**config.mk**
```make
export PLATFORM = sky130hd
export DESIGN_NAME = pwm_pulse_position_decoder
export DESIGN_NICKNAME = d
export VERILOG_FILES = /design/src/rtl/core/ppd_pkg.sv /design/src/rtl/core/pwm_pulse_position_decoder.sv /design/src/rtl/core/ppd_pulse_timer.sv /design/src/rtl/core/ppd_serial_div.sv
export SDC_FILE = /design/constraint.sdc
export NUM_CORES = 1
export LEC_CHECK = 0
export BUFFER_PORTS_ARGS = -buffer_cell sky130_fd_sc_hd__buf_4
export CORE_MARGIN = 2
export CORE_UTILIZATION = 25
export CTS_BUF_LIST = sky130_fd_sc_hd__clkbuf_8 sky130_fd_sc_hd__clkbuf_16
export CTS_CLUSTER_SIZE = 8
export DETAILED_ROUTE_END_ITERATION = 16
export MAX_ROUTING_LAYER = met4
export PLACE_DENSITY_LB_ADDON = 0.3
export SYNTH_ARGS = -nofsm -noshare
export SYNTH_HDL_FRONTEND = slang
export SYNTH_SLANG_ARGS = --single-unit
```
**constraint.sdc**
```tcl
create_clock -name clk -period 7.1 [get_ports clk]
set_input_delay 0.71 -clock clk [delete_from_list [all_inputs] [get_ports clk]]
set_output_delay 0.71 -clock clk [all_outputs]
set_load 0.02 [all_outputs]
```
**src/rtl/core/ppd_pkg.sv**
```systemverilog
package ppd_pkg;

  // field widths fixed by the interface
  localparam int TS_BITS    = 32;
  localparam int CW_BITS    = 16;  // width_min / width_max
  localparam int THR_BITS   = 15;
  localparam int POS_BITS   = 16;
  localparam int CFG_DATA_BITS = 16;
  localparam int CFG_IDX_BITS  = 2;

  // pulse widths saturate at 2^24 ticks
  localparam int CLAMP_LOG2 = 24;
  localparam int PW_BITS    = CLAMP_LOG2 + 1;
  localparam logic [PW_BITS-1:0] PW_CLAMP = PW_BITS'(1) << CLAMP_LOG2;

  // 2*width - max - min, signed, and its magnitude
  localparam int NUM_BITS = PW_BITS + 2;
  localparam int MAG_BITS = NUM_BITS - 1;

  localparam logic signed [POS_BITS-1:0] POS_MAX = 16'sh7fff;
  localparam logic signed [POS_BITS-1:0] POS_MIN = 16'sh8000;
  localparam logic [POS_BITS:0] QMAG_POS_SAT = 17'd32767;
  localparam logic [POS_BITS:0] QMAG_NEG_SAT = 17'd32768;

  localparam logic                  RST_ACTIVE_LEVEL = 1'b1;
  localparam logic [CW_BITS-1:0]    RST_WIDTH_MIN    = 16'd1000;
  localparam logic [CW_BITS-1:0]    RST_WIDTH_MAX    = 16'd2000;
  localparam logic [THR_BITS-1:0]   RST_THRESHOLD    = 15'd246;

  typedef enum logic [CFG_IDX_BITS-1:0] {
    CFG_ACTIVE_LEVEL = 2'd0,
    CFG_WIDTH_MIN    = 2'd1,
    CFG_WIDTH_MAX    = 2'd2,
    CFG_THRESHOLD    = 2'd3
  } cfg_idx_t;

  // doubled quotient from the serial divider, ovf set once it passed 16 bits
  typedef struct packed {
    logic                ovf;
    logic [POS_BITS-1:0] quo;
  } div_res_t;

endpackage

```
**src/rtl/core/pwm_pulse_position_decoder.sv**
```systemverilog
// channel  | ports                                   | dir
// in       | in_valid, in_stall, in_edge_level,      | edge events in
//          | in_timestamp                            |
// out      | out_valid, out_stall, out_position      | positions out
// cfg      | cfg_we, cfg_index, cfg_data             | register writes
//
// an edge to the active level, or any edge while the range is empty, leaves
// the block idle; a measuring edge passes ST_NUM, ST_DIV and ST_CMP, with
// ST_DIV held by the bit-serial divider that walks MAG_BITS + FRAC_BITS + 1
// dividend bits one per cycle
// rst_n is synchronous; control and config registers return to reset values
// in_stall is high while a beat is in work; a waiting result sits in the
// output register, so a new beat is taken while out_stall holds it, but a
// new position to report waits in the compare step until that register frees
module pwm_pulse_position_decoder
  import ppd_pkg::*;
#(
  parameter int TICK_BITS = 32,
  parameter int FRAC_BITS = 14
) (
  input  logic                       clk,
  input  logic                       rst_n,
  input  logic                       in_valid,
  output logic                       in_stall,
  input  logic                       in_edge_level,
  input  logic [TS_BITS-1:0]         in_timestamp,
  output logic                       out_valid,
  input  logic                       out_stall,
  output logic signed [POS_BITS-1:0] out_position,
  input  logic                       cfg_we,
  input  logic [CFG_IDX_BITS-1:0]    cfg_index,
  input  logic [CFG_DATA_BITS-1:0]   cfg_data
);

  localparam int DVD_BITS = MAG_BITS + FRAC_BITS + 1;

  typedef enum logic [1:0] {
    ST_IDLE,
    ST_NUM,
    ST_DIV,
    ST_CMP
  } state_t;

  state_t                     state_r;
  logic                       cfg_active_level_r;
  logic [CW_BITS-1:0]         cfg_width_min_r;
  logic [CW_BITS-1:0]         cfg_width_max_r;
  logic [THR_BITS-1:0]        cfg_threshold_r;
  logic [CW_BITS:0]           range_sum_r;
  logic                       neg_r;
  logic signed [POS_BITS-1:0] pos_r;
  logic signed [POS_BITS-1:0] last_reported_r;
  logic                       out_valid_r;
  logic signed [POS_BITS-1:0] out_position_r;

  logic                       accept;
  logic                       is_start;
  logic                       range_ok;
  logic                       capture;
  logic                       measure;
  logic [PW_BITS-1:0]         width;
  logic [NUM_BITS-1:0]        num;
  logic                       num_neg;
  logic [MAG_BITS-1:0]        mag;
  logic                       div_load;
  logic [DVD_BITS-1:0]        dividend;
  logic [CW_BITS-1:0]         den;
  logic                       div_done;
  div_res_t                   div_res;
  logic [POS_BITS:0]          q_round;
  logic signed [POS_BITS-1:0] pos_nxt;
  logic signed [POS_BITS:0]   diff;
  logic signed [POS_BITS:0]   thr_ext;
  logic                       report;
  logic                       out_free;
  logic                       out_load;

  assign in_stall = (state_r != ST_IDLE);
  assign accept   = in_valid && !in_stall;
  assign is_start = (in_edge_level == cfg_active_level_r);
  assign range_ok = (cfg_width_max_r > cfg_width_min_r);
  assign capture  = accept && is_start;
  assign measure  = accept && !is_start && range_ok;

  ppd_pulse_timer #(
    .TICK_BITS(TICK_BITS)
  ) u_timer (
    .clk      (clk),
    .rst_n    (rst_n),
    .capture  (capture),
    .measure  (measure),
    .timestamp(in_timestamp),
    .width_o  (width)
  );

  always_comb begin
    num      = {1'b0, width, 1'b0} - NUM_BITS'(range_sum_r);
    num_neg  = num[NUM_BITS-1];
    mag      = num_neg ? MAG_BITS'(-num) : MAG_BITS'(num);
    dividend = {mag, (FRAC_BITS + 1)'(0)};
    den      = cfg_width_max_r - cfg_width_min_r;
    div_load = (state_r == ST_NUM);
  end

  ppd_serial_div #(
    .DVD_BITS(DVD_BITS)
  ) u_div (
    .clk     (clk),
    .rst_n   (rst_n),
    .load    (div_load),
    .dividend(dividend),
    .divisor (den),
    .done    (div_done),
    .res     (div_res)
  );

  // divider gives twice the quotient; halve it rounding half away from zero
  always_comb begin
    q_round = (POS_BITS + 1)'(({1'b0, div_res.quo} + (POS_BITS + 1)'(1)) >> 1);
    if (neg_r) begin
      if (div_res.ovf || q_round >= QMAG_NEG_SAT) begin
        pos_nxt = POS_MIN;
      end else begin
        pos_nxt = -$signed(q_round[POS_BITS-1:0]);
      end
    end else begin
      if (div_res.ovf || q_round >= QMAG_POS_SAT) begin
        pos_nxt = POS_MAX;
      end else begin
        pos_nxt = $signed(q_round[POS_BITS-1:0]);
      end
    end
  end

  always_comb begin
    diff     = (POS_BITS + 1)'(pos_r) - (POS_BITS + 1)'(last_reported_r);
    thr_ext  = $signed({2'b00, cfg_threshold_r});
    report   = (diff > thr_ext) || (diff < -thr_ext);
    out_free = !out_valid_r || !out_stall;
    out_load = (state_r == ST_CMP) && report && out_free;
  end

  always_ff @(posedge clk) begin
    if (!rst_n) begin
      cfg_active_level_r <= RST_ACTIVE_LEVEL;
      cfg_width_min_r    <= RST_WIDTH_MIN;
      cfg_width_max_r    <= RST_WIDTH_MAX;
      cfg_threshold_r    <= RST_THRESHOLD;
    end else if (cfg_we) begin
      unique case (cfg_idx_t'(cfg_index))
        CFG_ACTIVE_LEVEL: cfg_active_level_r <= cfg_data[0];
        CFG_WIDTH_MIN:    cfg_width_min_r    <= cfg_data[CW_BITS-1:0];
        CFG_WIDTH_MAX:    cfg_width_max_r    <= cfg_data[CW_BITS-1:0];
        CFG_THRESHOLD:    cfg_threshold_r    <= cfg_data[THR_BITS-1:0];
      endcase
    end
  end

  always_ff @(posedge clk) begin
    range_sum_r <= {1'b0, cfg_width_max_r} + {1'b0, cfg_width_min_r};
  end

  always_ff @(posedge clk) begin
    if (!rst_n) begin
      state_r         <= ST_IDLE;
      out_valid_r     <= 1'b0;
      last_reported_r <= '0;
    end else begin
      if (out_load) begin
        out_valid_r <= 1'b1;
      end else if (out_valid_r && !out_stall) begin
        out_valid_r <= 1'b0;
      end
      unique case (state_r)
        ST_IDLE: begin
          if (measure) begin
            state_r <= ST_NUM;
          end
        end
        ST_NUM: begin
          neg_r   <= num_neg;
          state_r <= ST_DIV;
        end
        ST_DIV: begin
          if (div_done) begin
            pos_r   <= pos_nxt;
            state_r <= ST_CMP;
          end
        end
        ST_CMP: begin
          if (!report) begin
            state_r <= ST_IDLE;
          end else if (out_free) begin
            out_position_r  <= pos_r;
            last_reported_r <= pos_r;
            state_r         <= ST_IDLE;
          end
        end
        default: state_r <= ST_IDLE;
      endcase
    end
  end

  assign out_valid    = out_valid_r;
  assign out_position = out_position_r;

`ifndef SYNTHESIS
  a_out_is_last: assert property (@(posedge clk) disable iff (!rst_n)
    out_valid_r |-> out_position_r == last_reported_r)
    else $error("pending beat differs from last reported position");
  a_done_in_div: assert property (@(posedge clk) disable iff (!rst_n)
    div_done |-> state_r == ST_DIV)
    else $error("divider finished outside of division");
  a_empty_range: assert property (@(posedge clk) disable iff (!rst_n)
    accept && (cfg_width_max_r <= cfg_width_min_r) |=> state_r == ST_IDLE)
    else $error("empty range started a measurement");
`endif

endmodule

```
**src/rtl/core/ppd_pulse_timer.sv**
```systemverilog
module ppd_pulse_timer
  import ppd_pkg::*;
#(
  parameter int TICK_BITS = 32
) (
  input  logic               clk,
  input  logic               rst_n,
  input  logic               capture,
  input  logic               measure,
  input  logic [TS_BITS-1:0] timestamp,
  output logic [PW_BITS-1:0] width_o
);

  localparam int EXT_BITS = (TICK_BITS > PW_BITS) ? TICK_BITS : PW_BITS;

  logic [TICK_BITS-1:0] ts_tick;
  logic [TICK_BITS-1:0] pulse_start_r;
  logic [TICK_BITS-1:0] elapsed;
  logic [EXT_BITS-1:0]  elapsed_ext;
  logic                 sat;
  logic [PW_BITS-1:0]   width_r;
  logic [PW_BITS-1:0]   width_nxt;

  always_comb begin
    ts_tick     = TICK_BITS'(timestamp);
    // wraps modulo the tick counter width
    elapsed     = ts_tick - pulse_start_r;
    elapsed_ext = EXT_BITS'(elapsed);
    sat         = |elapsed_ext[EXT_BITS-1:CLAMP_LOG2];
    width_nxt   = sat ? PW_CLAMP : elapsed_ext[PW_BITS-1:0];
  end

  always_ff @(posedge clk) begin
    if (!rst_n) begin
      pulse_start_r <= '0;
    end else if (capture) begin
      pulse_start_r <= ts_tick;
    end
  end

  always_ff @(posedge clk) begin
    if (measure) begin
      width_r <= width_nxt;
    end
  end

  assign width_o = width_r;

endmodule

```
**src/rtl/core/ppd_serial_div.sv**
```systemverilog
module ppd_serial_div
  import ppd_pkg::*;
#(
  parameter int DVD_BITS = 41
) (
  input  logic                clk,
  input  logic                rst_n,
  input  logic                load,
  input  logic [DVD_BITS-1:0] dividend,
  input  logic [CW_BITS-1:0]  divisor,
  output logic                done,
  output div_res_t            res
);

  localparam int CNT_BITS = $clog2(DVD_BITS + 1);

  logic [DVD_BITS-1:0] dvd_r;
  logic [CW_BITS-1:0]  den_r;
  logic [CW_BITS-1:0]  rem_r;
  logic [CW_BITS-1:0]  rem_nxt;
  logic [POS_BITS-1:0] quo_r;
  logic                ovf_r;
  logic [CNT_BITS-1:0] cnt_r;
  logic                busy_r;
  logic                done_r;
  logic [CW_BITS:0]    trial;
  logic                fits;

  // one dividend bit per cycle, restoring
  always_comb begin
    trial   = {rem_r, dvd_r[DVD_BITS-1]};
    fits    = trial >= {1'b0, den_r};
    rem_nxt = fits ? CW_BITS'(trial - {1'b0, den_r}) : trial[CW_BITS-1:0];
  end

  always_ff @(posedge clk) begin
    if (!rst_n) begin
      busy_r <= 1'b0;
      done_r <= 1'b0;
      cnt_r  <= '0;
    end else begin
      done_r <= 1'b0;
      if (load) begin
        busy_r <= 1'b1;
        cnt_r  <= CNT_BITS'(DVD_BITS);
      end else if (busy_r) begin
        cnt_r <= cnt_r - CNT_BITS'(1);
        if (cnt_r == CNT_BITS'(1)) begin
          busy_r <= 1'b0;
          done_r <= 1'b1;
        end
      end
    end
  end

  always_ff @(posedge clk) begin
    if (load) begin
      dvd_r <= dividend;
      den_r <= divisor;
      rem_r <= '0;
      quo_r <= '0;
      ovf_r <= 1'b0;
    end else if (busy_r) begin
      dvd_r <= dvd_r << 1;
      rem_r <= rem_nxt;
      quo_r <= {quo_r[POS_BITS-2:0], fits};
      // any bit pushed out of the quotient means saturation
      ovf_r <= ovf_r | quo_r[POS_BITS-1];
    end
  end

  assign done    = done_r;
  assign res.ovf = ovf_r;
  assign res.quo = quo_r;

`ifndef SYNTHESIS
  a_no_load_busy: assert property (@(posedge clk) disable iff (!rst_n)
    load |-> !busy_r)
    else $error("divider reloaded while busy");
  a_done_idle: assert property (@(posedge clk) disable iff (!rst_n)
    done_r |-> !busy_r)
    else $error("divider done while still stepping");
  a_busy_cnt: assert property (@(posedge clk) disable iff (!rst_n)
    busy_r |-> cnt_r != '0)
    else $error("divider busy with empty count");
`endif

endmodule

```
==> metrics, run 1 <==
vias in the first global route 14500; aggregate global-route resource usage 13.1%; commonest non-fill, non-tap cell in the layout nand2_1; Cell variety after synth 85; Post-route DRC 0; reg-to-reg endpoint out_position[12]; via-per-instance ratio 4.76; initial core utilization 25.3%; row count between 90 and 100; RR Startpoint pos_r[0]; P per Cell Area 302 mW/mm²; CTS root buf clkbuf_16; clock latency on the worst-skew pair 0.56 ns; Ports 74; commonest non-fill, non-tap cells in the layout nand2_1, inv_1, a21oi_1; Arrival @ worst endpoint 5.93 ns; postcts setup bufs 0; Pwr Total 6.06 mW; Tightest Hold Check Type in2reg; filler cell count 7278; leakage power 8.00 nW; detailed placer's ending HPWL between 30000 and 40000 µm; TritonRoute pass-1 iters 5; largest net degree at the start of global routing 84; RSZ-0062 raised after global routing no; final worst slack 1.48 ns; worst vdd ir 0.176 mV; worst relative slew slack 17.7%; layout cells sized above 1 roughly 7.9%; warnings from Yosys 0; Layout Nets 2325; die height 267 µm; CTS max path bufs 3; DR iter-0 viols 734; Routed Antenna Nets 0; Most used DFF post-synth dfxtp_1; Setup TNS Final 0 ns; die width 267 µm; Post-CTS Resized 0; worst slack, placed 1.54 ns; Syn Inst Count 2059; H-tree depth 2; Vias 14600; sequential area share after synthesis 35.4%; cell accounting for the most synthesized area dfxtp_1; final setup vio count 0; Worst Path Required around 7.4 ns; f_max ~180 MHz; worst setup path end out_position[12]; Synth top area share 18.1%; Crit Path Max Fanout 17; Clock Skew 0.0181 ns; WHS roughly 0.42 ns; final hold vios 0; Setup crit end kind flip-flop; area growth from synthesis to layout 15.7%; CP Class reg2reg; Avg Synthesized Cell Area 8.42 µm²; post-DR wirelength/cell 14.9 µm; Setup crit start kind flip-flop; DRT Wirelength 45600 µm; top post-synthesis cells by area dfxtp_1, edfxtp_1, ha_1; clock slew at reported path FFs 0.05 ns; synthesized cell area 0.0173 mm²; area of the core 0.0686 mm²; CTS Sinks about 260; total die area just over 0.07 mm²; initial antenna violation count 1; TritonCTS Buffers 39; post-synthesis register bit count ~260; CTS tree done; Register-to-Register Setup Slack 1.48 ns; syn nets 2275; Cells after DPL ~3000; non-filler cells, final 3069; EDFF count, synth 100; hold_buf cts 0; Max-Cap Viols 0; Post-synth ARST share 0%; Port Buf Inserts 73; status finished, final reports clean; period utilization between 70 and 80%; Slew Viols, Final 0; critical path startpoint pos_r[0]; post-layout min period between 5 and 6 ns; slew at the pin with the worst max-slew slack between 1 and 1.5 ns; cell depth of the worst flop-to-flop path 20; Overflow after GRT 0; Final GP Congestion 0.850; first-pass GRT wire length 74500 µm
## synth_stat cells (all sizes together) (21+ instances only)
cell type,count
nor3,48
o211ai,21
inv,187
nand4,24
mux2i,31
a21oi,205
edfxtp,100
dfxtp,157
ha,154
xnor2,98
nor2b,24
nor2,128
o21ai,85
and3,21
nand2,251
nand3,73
and4,23
a21o,49
xor2,33
clkbuf,67
## layout make-up
type / instances / area (µm²) / area share (%)
flip-flops and latches: 257 / 6150 / 30.6
inverters: 189 / 709 / 3.53
repair buffers: 86 / 646 / 3.22
well taps: 931 / 1160 / 5.80
diodes: 1 / 2.50 / 0.0125
clock inverters: 27 / 169 / 0.841
clock buffers: 42 / 1020 / 5.07
multi-input cells: 1536 / 10200 / 50.9
## per-layer routing
metal | GRT usage [%] | routed length [µm] | vias up
met1 | 15.8 | 20700 | 6859
met2 | 22.0 | 21700 | 257
li1 | - | - | 7402
met4 | 4.94 | 1580 | 0
met3 | 2.08 | 1610 | 83
met5 | - | 0 | -
## how the worst min path moves through the flow
| stage | depth (start not counted) | to | startpoint |
|---|---|---|---|
| after floorplan | 2 | cfg_threshold_r[3] | cfg_threshold_r[3] |
| after global placement | 2 | u_timer.pulse_start_r[23] | u_timer.pulse_start_r[23] |
| after detailed placement | 2 | u_timer.pulse_start_r[7] | u_timer.pulse_start_r[7] |
| after CTS | 3 | u_timer.pulse_start_r[22] | in_timestamp[22] |
| after global routing | 3 | cfg_width_max_r[4] | cfg_data[4] |
| final | 3 | cfg_active_level_r | cfg_data[0] |
## critical path: stages (launching register included)
cell       delay (ns)
edfxtp_1         0.41
inv_1            0.08
ha_1             0.17
inv_1            0.06
fa_1             0.42
a21o_1           0.18
a21oi_1          0.24
o21ai_0          0.17
a221oi_1         0.52
o21bai_1         0.11
a21oi_1          0.23
xnor2_1          0.21
ha_1             0.32
nand2_1          0.10
a2bb2oi_1        0.18
a21oi_1          0.10
o41ai_1          0.59
a21boi_0         0.38
o211a_1          0.51
nor3_2           0.14
buf_4            0.23
## power breakdown
group          internal (mW)  switching [mW]  total [mW]
Combinational          0.916            1.37        2.29
Clock                   1.06           0.704        1.77
Sequential              1.87           0.140        2.01
## kinds of logic (layout without fill, tap and decap cells)
family | after synthesis | count (layout) | synth area share, %
flip-flops | 257 | 257 | 35.4
other | 0 | 1 | 0
AND/OR/NAND/NOR | 681 | 681 | 18.9
buffers and inverters | 266 | 344 | 5.81
multiplexers | 38 | 38 | 2.24
XOR/XNOR | 131 | 131 | 6.61
adder cells (fa/ha/maj) | 160 | 160 | 11.8
AO/OA/AOI/OAI | 526 | 526 | 19.2
## registers in the layout, summed over array words and instances, names as in the netlist, 17 cells and up
| signal | count |
|---|---|
| u_timer.width_o | 25 |
| u_timer.pulse_start_r | 32 |
| range_sum_r | 17 |
| u_div.dvd_r | 26 |
## metrics by stage
stage                     utilization (%)  instance area [µm²]
after global routing                 29.3                20100
after global placement               27.5                18900
after floorplan                         -                17300
after detailed placement             27.5                18900
final                                29.3                20100
after CTS                            29.3                20100
No activity file was read; power rests on OpenSTA's default activity.
==> inputs of run 2 (changes only) <==
- clock period: 7.1 -> 5.8 ns (I/O delays scaled with it)
==> run 2 against run 1 <==
Sequential share of layout area rose by 0.086 points; die area stayed put; fmax grew 6.3%; critical path type unchanged.
==> metrics, run 2 (same netlist as run 1, synthesis figures left out) <==
Setup crit start kind flip-flop; period utilization 91.2%; most flop-heavy register u_timer.pulse_start_r; cell depth of the worst flop-to-flop path 23; slew at the pin with the worst max-slew slack roughly 1.1 ns; Register-to-Register Setup Slack 0.51 ns; initial core utilization 25.3%; Ports 74; TritonRoute pass-1 iters 5; Worst Path Required roughly 6 ns; Hold Path Depth 3; P per Cell Area 366 mW/mm²; DRT Wirelength 45600 µm; Clock Skew 0.0225 ns; Arrival @ worst endpoint 5.60 ns; CP Class reg2reg; CTS max path bufs 3; row count 96; CTS root buf clkbuf_16; Final GP Congestion 0.853; Hold Path Sink cfg_width_max_r[4]; clock latency on the worst-skew pair about 0.57 ns; post-layout min period 5.29 ns; worst relative slew slack 26.8%; Layout Nets 2327; post-DR wirelength/cell 14.9 µm; RSZ-0062 raised after global routing no; die width 267 µm; Overflow after GRT 0; commonest non-fill, non-tap cell in the layout nand2_1; Routed Antenna Nets 0; CTS tree done; H-tree depth 2; leakage power 7.97 nW; aggregate global-route resource usage a little over an eighth; f_max 189 MHz; Port Buf Inserts 73; total die area 0.0715 mm²; area growth from synthesis to layout 15.4%; Setup crit end kind flip-flop; TritonCTS Buffers 38; Pwr Total 7.34 mW; DR iter-0 viols 837; Setup TNS Final 0 ns; Largest register FFs 32; final setup vio count 0; clock slew at reported path FFs around 0.05 ns; hold_sp cfg_data[4]; die height 267 µm; via-per-instance ratio 4.74; CTS Sinks 257; detailed placer's ending HPWL roughly 34000 µm; status finished, final reports clean; Tightest Hold Check Type in2reg; RR Startpoint pos_r[0]; commonest non-fill, non-tap cells in the layout nand2_1, inv_1, a21oi_1; vias in the first global route approximately 14000; hold_buf cts 0; Vias ~15000; Slew Viols, Final 0; first-pass GRT wire length roughly 75000 µm; layout cells sized above 1 7.82%; reg-to-reg endpoint out_position[3]; final hold vios 0; Post-route DRC 0; Max-Cap Viols 0; worst vdd ir 0.209 mV; area of the core between 0.06 and 0.07 mm²; Layout Utilization 29.2%; initial antenna violation count 1; critical path startpoint pos_r[0]; largest net degree at the start of global routing 83; Crit Path Max Fanout 16
==> run 2: changes by cell type in the layout (fill, tap and decap cells not counted) <==
cell / delta
clkinv_8: -1
clkbuf_8: -2
clkbuf_16: -1
inv_16: +1
buf_4: +3
bufinv_16: -1
==> run 2: routing by layer <==
layer	vias up	part of all wire (%)	routed length, µm	GRT usage [%]
li1	7409	-	-	-
met1	6825	45	20500	16.1
met2	235	48	21900	22.0
met3	88	3.3	1520	1.91
met4	0	3.5	1590	4.95
met5	-	0	0	-
==> run 2: area by class of cell <==
type / count / area, µm²
inverter: 189 / 709
tap: 931 / 1160
clock buffer: 39 / 965
timing repair buffer: 89 / 668
clock inverter: 26 / 143
multi-input combinational: 1536 / 10200
antenna: 1 / 2.50
fill: 7309 / 48600
sequential: 257 / 6150
==> run 2: power by group <==
group	total [mW]	leakage (nW)	switching, mW	internal, mW
sequential	2.50	2.21	0.216	2.29
clock	2.08	0.624	0.874	1.20
combinational	2.76	5.14	1.63	1.12
==> run 2: worst max path at each step <==
stage / end / slack [ns] / cells past startpoint
floorplan: out_position[0] / 0.11 / 22
global placement: last_reported_r[2] / 0.55 / 24
detailed placement: last_reported_r[13] / 0.39 / 24
CTS: last_reported_r[1] / 0.37 / 24
global route: out_position[2] / 0.07 / 25
finish: out_position[3] / 0.51 / 23
==> run 2: through the flow <==
| step | hold slack, ns | area (µm²) | cells | setup WS, ns |
|---|---|---|---|---|
| 3_3_place_gp | 0.442 | 18900 | 3001 | 0.554 |
| 5_1_grt | 0.254 | 20000 | 3068 | 0.0669 |
| 3_5_place_dp | 0.446 | 18900 | 3001 | 0.388 |
| 4_1_cts | 0.251 | 20000 | 3066 | 0.371 |
| 6_report | 0.280 | 20000 | 3068 | 0.510 |
| 2_1_floorplan | 0.436 | 17300 | 2059 | 0.107 |
==> run 2: worst max-delay path, cell delays in order (launching register included) <==
cell	delay, ns
edfxtp_1	0.41
inv_1	0.08
ha_1	0.17
inv_1	0.05
fa_1	0.41
a21o_1	0.17
a21oi_1	0.26
o21ai_0	0.21
a221oi_1	0.28
buf_4	0.17
o21bai_1	0.06
a21oi_1	0.22
o21bai_1	0.09
a21oi_1	0.17
xnor2_1	0.20
ha_1	0.30
o21ai_0	0.07
a21oi_1	0.07
o41ai_1	0.44
buf_4	0.20
a21boi_0	0.32
o211a_1	0.37
nor3_2	0.08
buf_4	0.23
==> run 2: timing repair <==
item	4_1_cts	5_1_grt
setup endpoints to repair	0	16
resized for setup	0	0
buffers inserted	0	1
==> inputs of run 3 (changes only) <==
- CORE_UTILIZATION: 25 -> 60
- HOLD_SLACK_MARGIN: not set -> 0.05
- SLEW_MARGIN: not set -> 20
==> run 3 against run 2 <==
Setup slack worse by 0.026 ns; critical path type unchanged; register-to-register slack got worse by 0.03 ns; via count up 2.1%; power shrank 1.4%; count of clock-buffer cells in the layout unchanged; utilization up 38 points.
==> metrics, run 3 (same netlist as run 1, synthesis figures left out) <==
H-tree depth 2; Setup crit start kind flip-flop; TritonCTS Buffers 38; vias in the first global route about 14000; Crit Path Max Fanout 16; Layout Utilization between 60% and 70%; CTS Sinks approximately 260; Largest register FFs 32; leakage power 7.93 nW; Final GP Congestion around 0.9; row count 62; post-DR wirelength/cell 16.7 µm; hold_buf cts 0; Routed Antenna Nets 0; Register-to-Register Setup Slack 0.48 ns; total die area 0.0303 mm²; final setup vio count 0; layout cells sized above 1 just under 8%; post-layout min period 5.32 ns; detailed placer's ending HPWL 30800 µm; RSZ-0062 raised after global routing no; Port Buf Inserts 73; cell depth of the worst flop-to-flop path 21; die width 174 µm; final hold vios 0; RR Startpoint pos_r[0]; Arrival @ worst endpoint 5.46 ns; CTS max path bufs 3; largest net degree at the start of global routing 84; final worst slack 0.484 ns; Post-route DRC 0; die height 174 µm; commonest non-fill, non-tap cell in the layout nand2_1; Tightest Hold Check Type in2reg; initial antenna violation count 1; worst setup path end out_position[3]; commonest non-fill, non-tap cells in the layout nand2_1, inv_1, a21oi_1; worst relative slew slack 29.4%; WHS roughly 0.32 ns; area of the core 0.0285 mm²; worst vdd ir 0.215 mV; CP Class reg2reg; Setup TNS Final 0 ns; reg-to-reg endpoint out_position[3]; Worst Path Required approximately 5.9 ns; CTS tree done; initial core utilization 60.8%; dpl cell area ~0.018 mm²; Layout Nets 2323; Clock Skew 0.0258 ns; Overflow after GRT 0; clock latency on the worst-skew pair 0.53 ns; worst slack, placed just under 0.5 ns; most flop-heavy register u_timer.pulse_start_r; CTS root buf clkbuf_16; Slew Viols, Final 0; status finished, final reports clean; first-pass GRT wire length 69200 µm; f_max 188 MHz; Vias 14900; critical path startpoint pos_r[0]; via-per-instance ratio 5.91; area growth from synthesis to layout 11.1%; P per Cell Area 375 mW/mm²; aggregate global-route resource usage 28.3%; Ports 74; final instance area 0.0193 mm²; clock slew at reported path FFs around 0.05 ns; Setup crit end kind flip-flop; period utilization about nine tenths; DRT Wirelength roughly 42000 µm; postcts setup bufs 0; Max-Cap Viols 0; slew at the pin with the worst max-slew slack 1.06 ns; TritonRoute pass-1 iters 5; DR iter-0 viols 1142; Post-CTS Resized 0
run 3: cell types whose count changed in the layout (fill, tap and decap cells not counted), sizes merged:
| cell | delta |
|---|---|
| inv | -3 |
| buf | -4 |
run 3: worst min path at each step:
| stage | cells past startpoint | end | slack, ns | start |
|---|---|---|---|---|
| floorplan | 2 | cfg_threshold_r[3] | 0.44 | cfg_threshold_r[3] |
| global placement | 2 | u_timer.pulse_start_r[29] | 0.44 | u_timer.pulse_start_r[29] |
| detailed placement | 2 | u_timer.pulse_start_r[17] | 0.45 | u_timer.pulse_start_r[17] |
| CTS | 3 | u_timer.pulse_start_r[29] | 0.31 | in_timestamp[29] |
| global route | 3 | u_timer.pulse_start_r[23] | 0.32 | in_timestamp[23] |
| finish | 3 | u_timer.pulse_start_r[29] | 0.32 | in_timestamp[29] |
run 3: where the power goes:
part,switching [mW],total [mW],leakage [nW],internal (mW)
sequential,0.179,2.47,2.21,2.29
clock,0.785,1.98,0.601,1.19
combinational,1.67,2.78,5.12,1.12
run 3: critical path, cell delays in order, from the launching register on:
cell	delay, ns
edfxtp_1	0.40
inv_1	0.08
ha_1	0.16
inv_1	0.06
fa_1	0.40
a21o_1	0.17
a21oi_1	0.28
o21ai_0	0.19
a221oi_1	0.35
o21bai_1	0.11
a21oi_1	0.23
o21bai_1	0.09
a21oi_1	0.17
xnor2_1	0.17
ha_1	0.28
a21o_1	0.18
nand2_1	0.08
nand4b_1	0.10
or3_1	0.40
a21oi_1	0.26
o21ai_1	0.17
nor3_4	0.59
run 3: layout make-up:
type / instances / area [µm²]
multi-input cells: 1536 / 10200
clock inverters: 23 / 92.6
inverters: 189 / 709
repair buffers: 85 / 638
diodes: 1 / 2.50
well taps: 384 / 480
flip-flops and latches: 257 / 6150
clock buffers: 39 / 976
fillers: 2428 / 9270
run 3: layer usage:
layer | wire, µm | GRT usage (%) | up-vias
met5 | 0 | - | -
li1 | - | - | 7397
met2 | 18600 | 43.5 | 419
met1 | 20100 | 39.4 | 6979
met3 | 2480 | 3.98 | 71
met4 | 822 | 7.11 | 0
run 3: stage by stage:
step | total power [mW] | std cells
floorplan | 4.59 | 2059
global placement | 5.15 | 2450
detailed placement | 5.23 | 2450
CTS | 7.23 | 2512
global route | 7.71 | 2514
finish | 7.23 | 2514
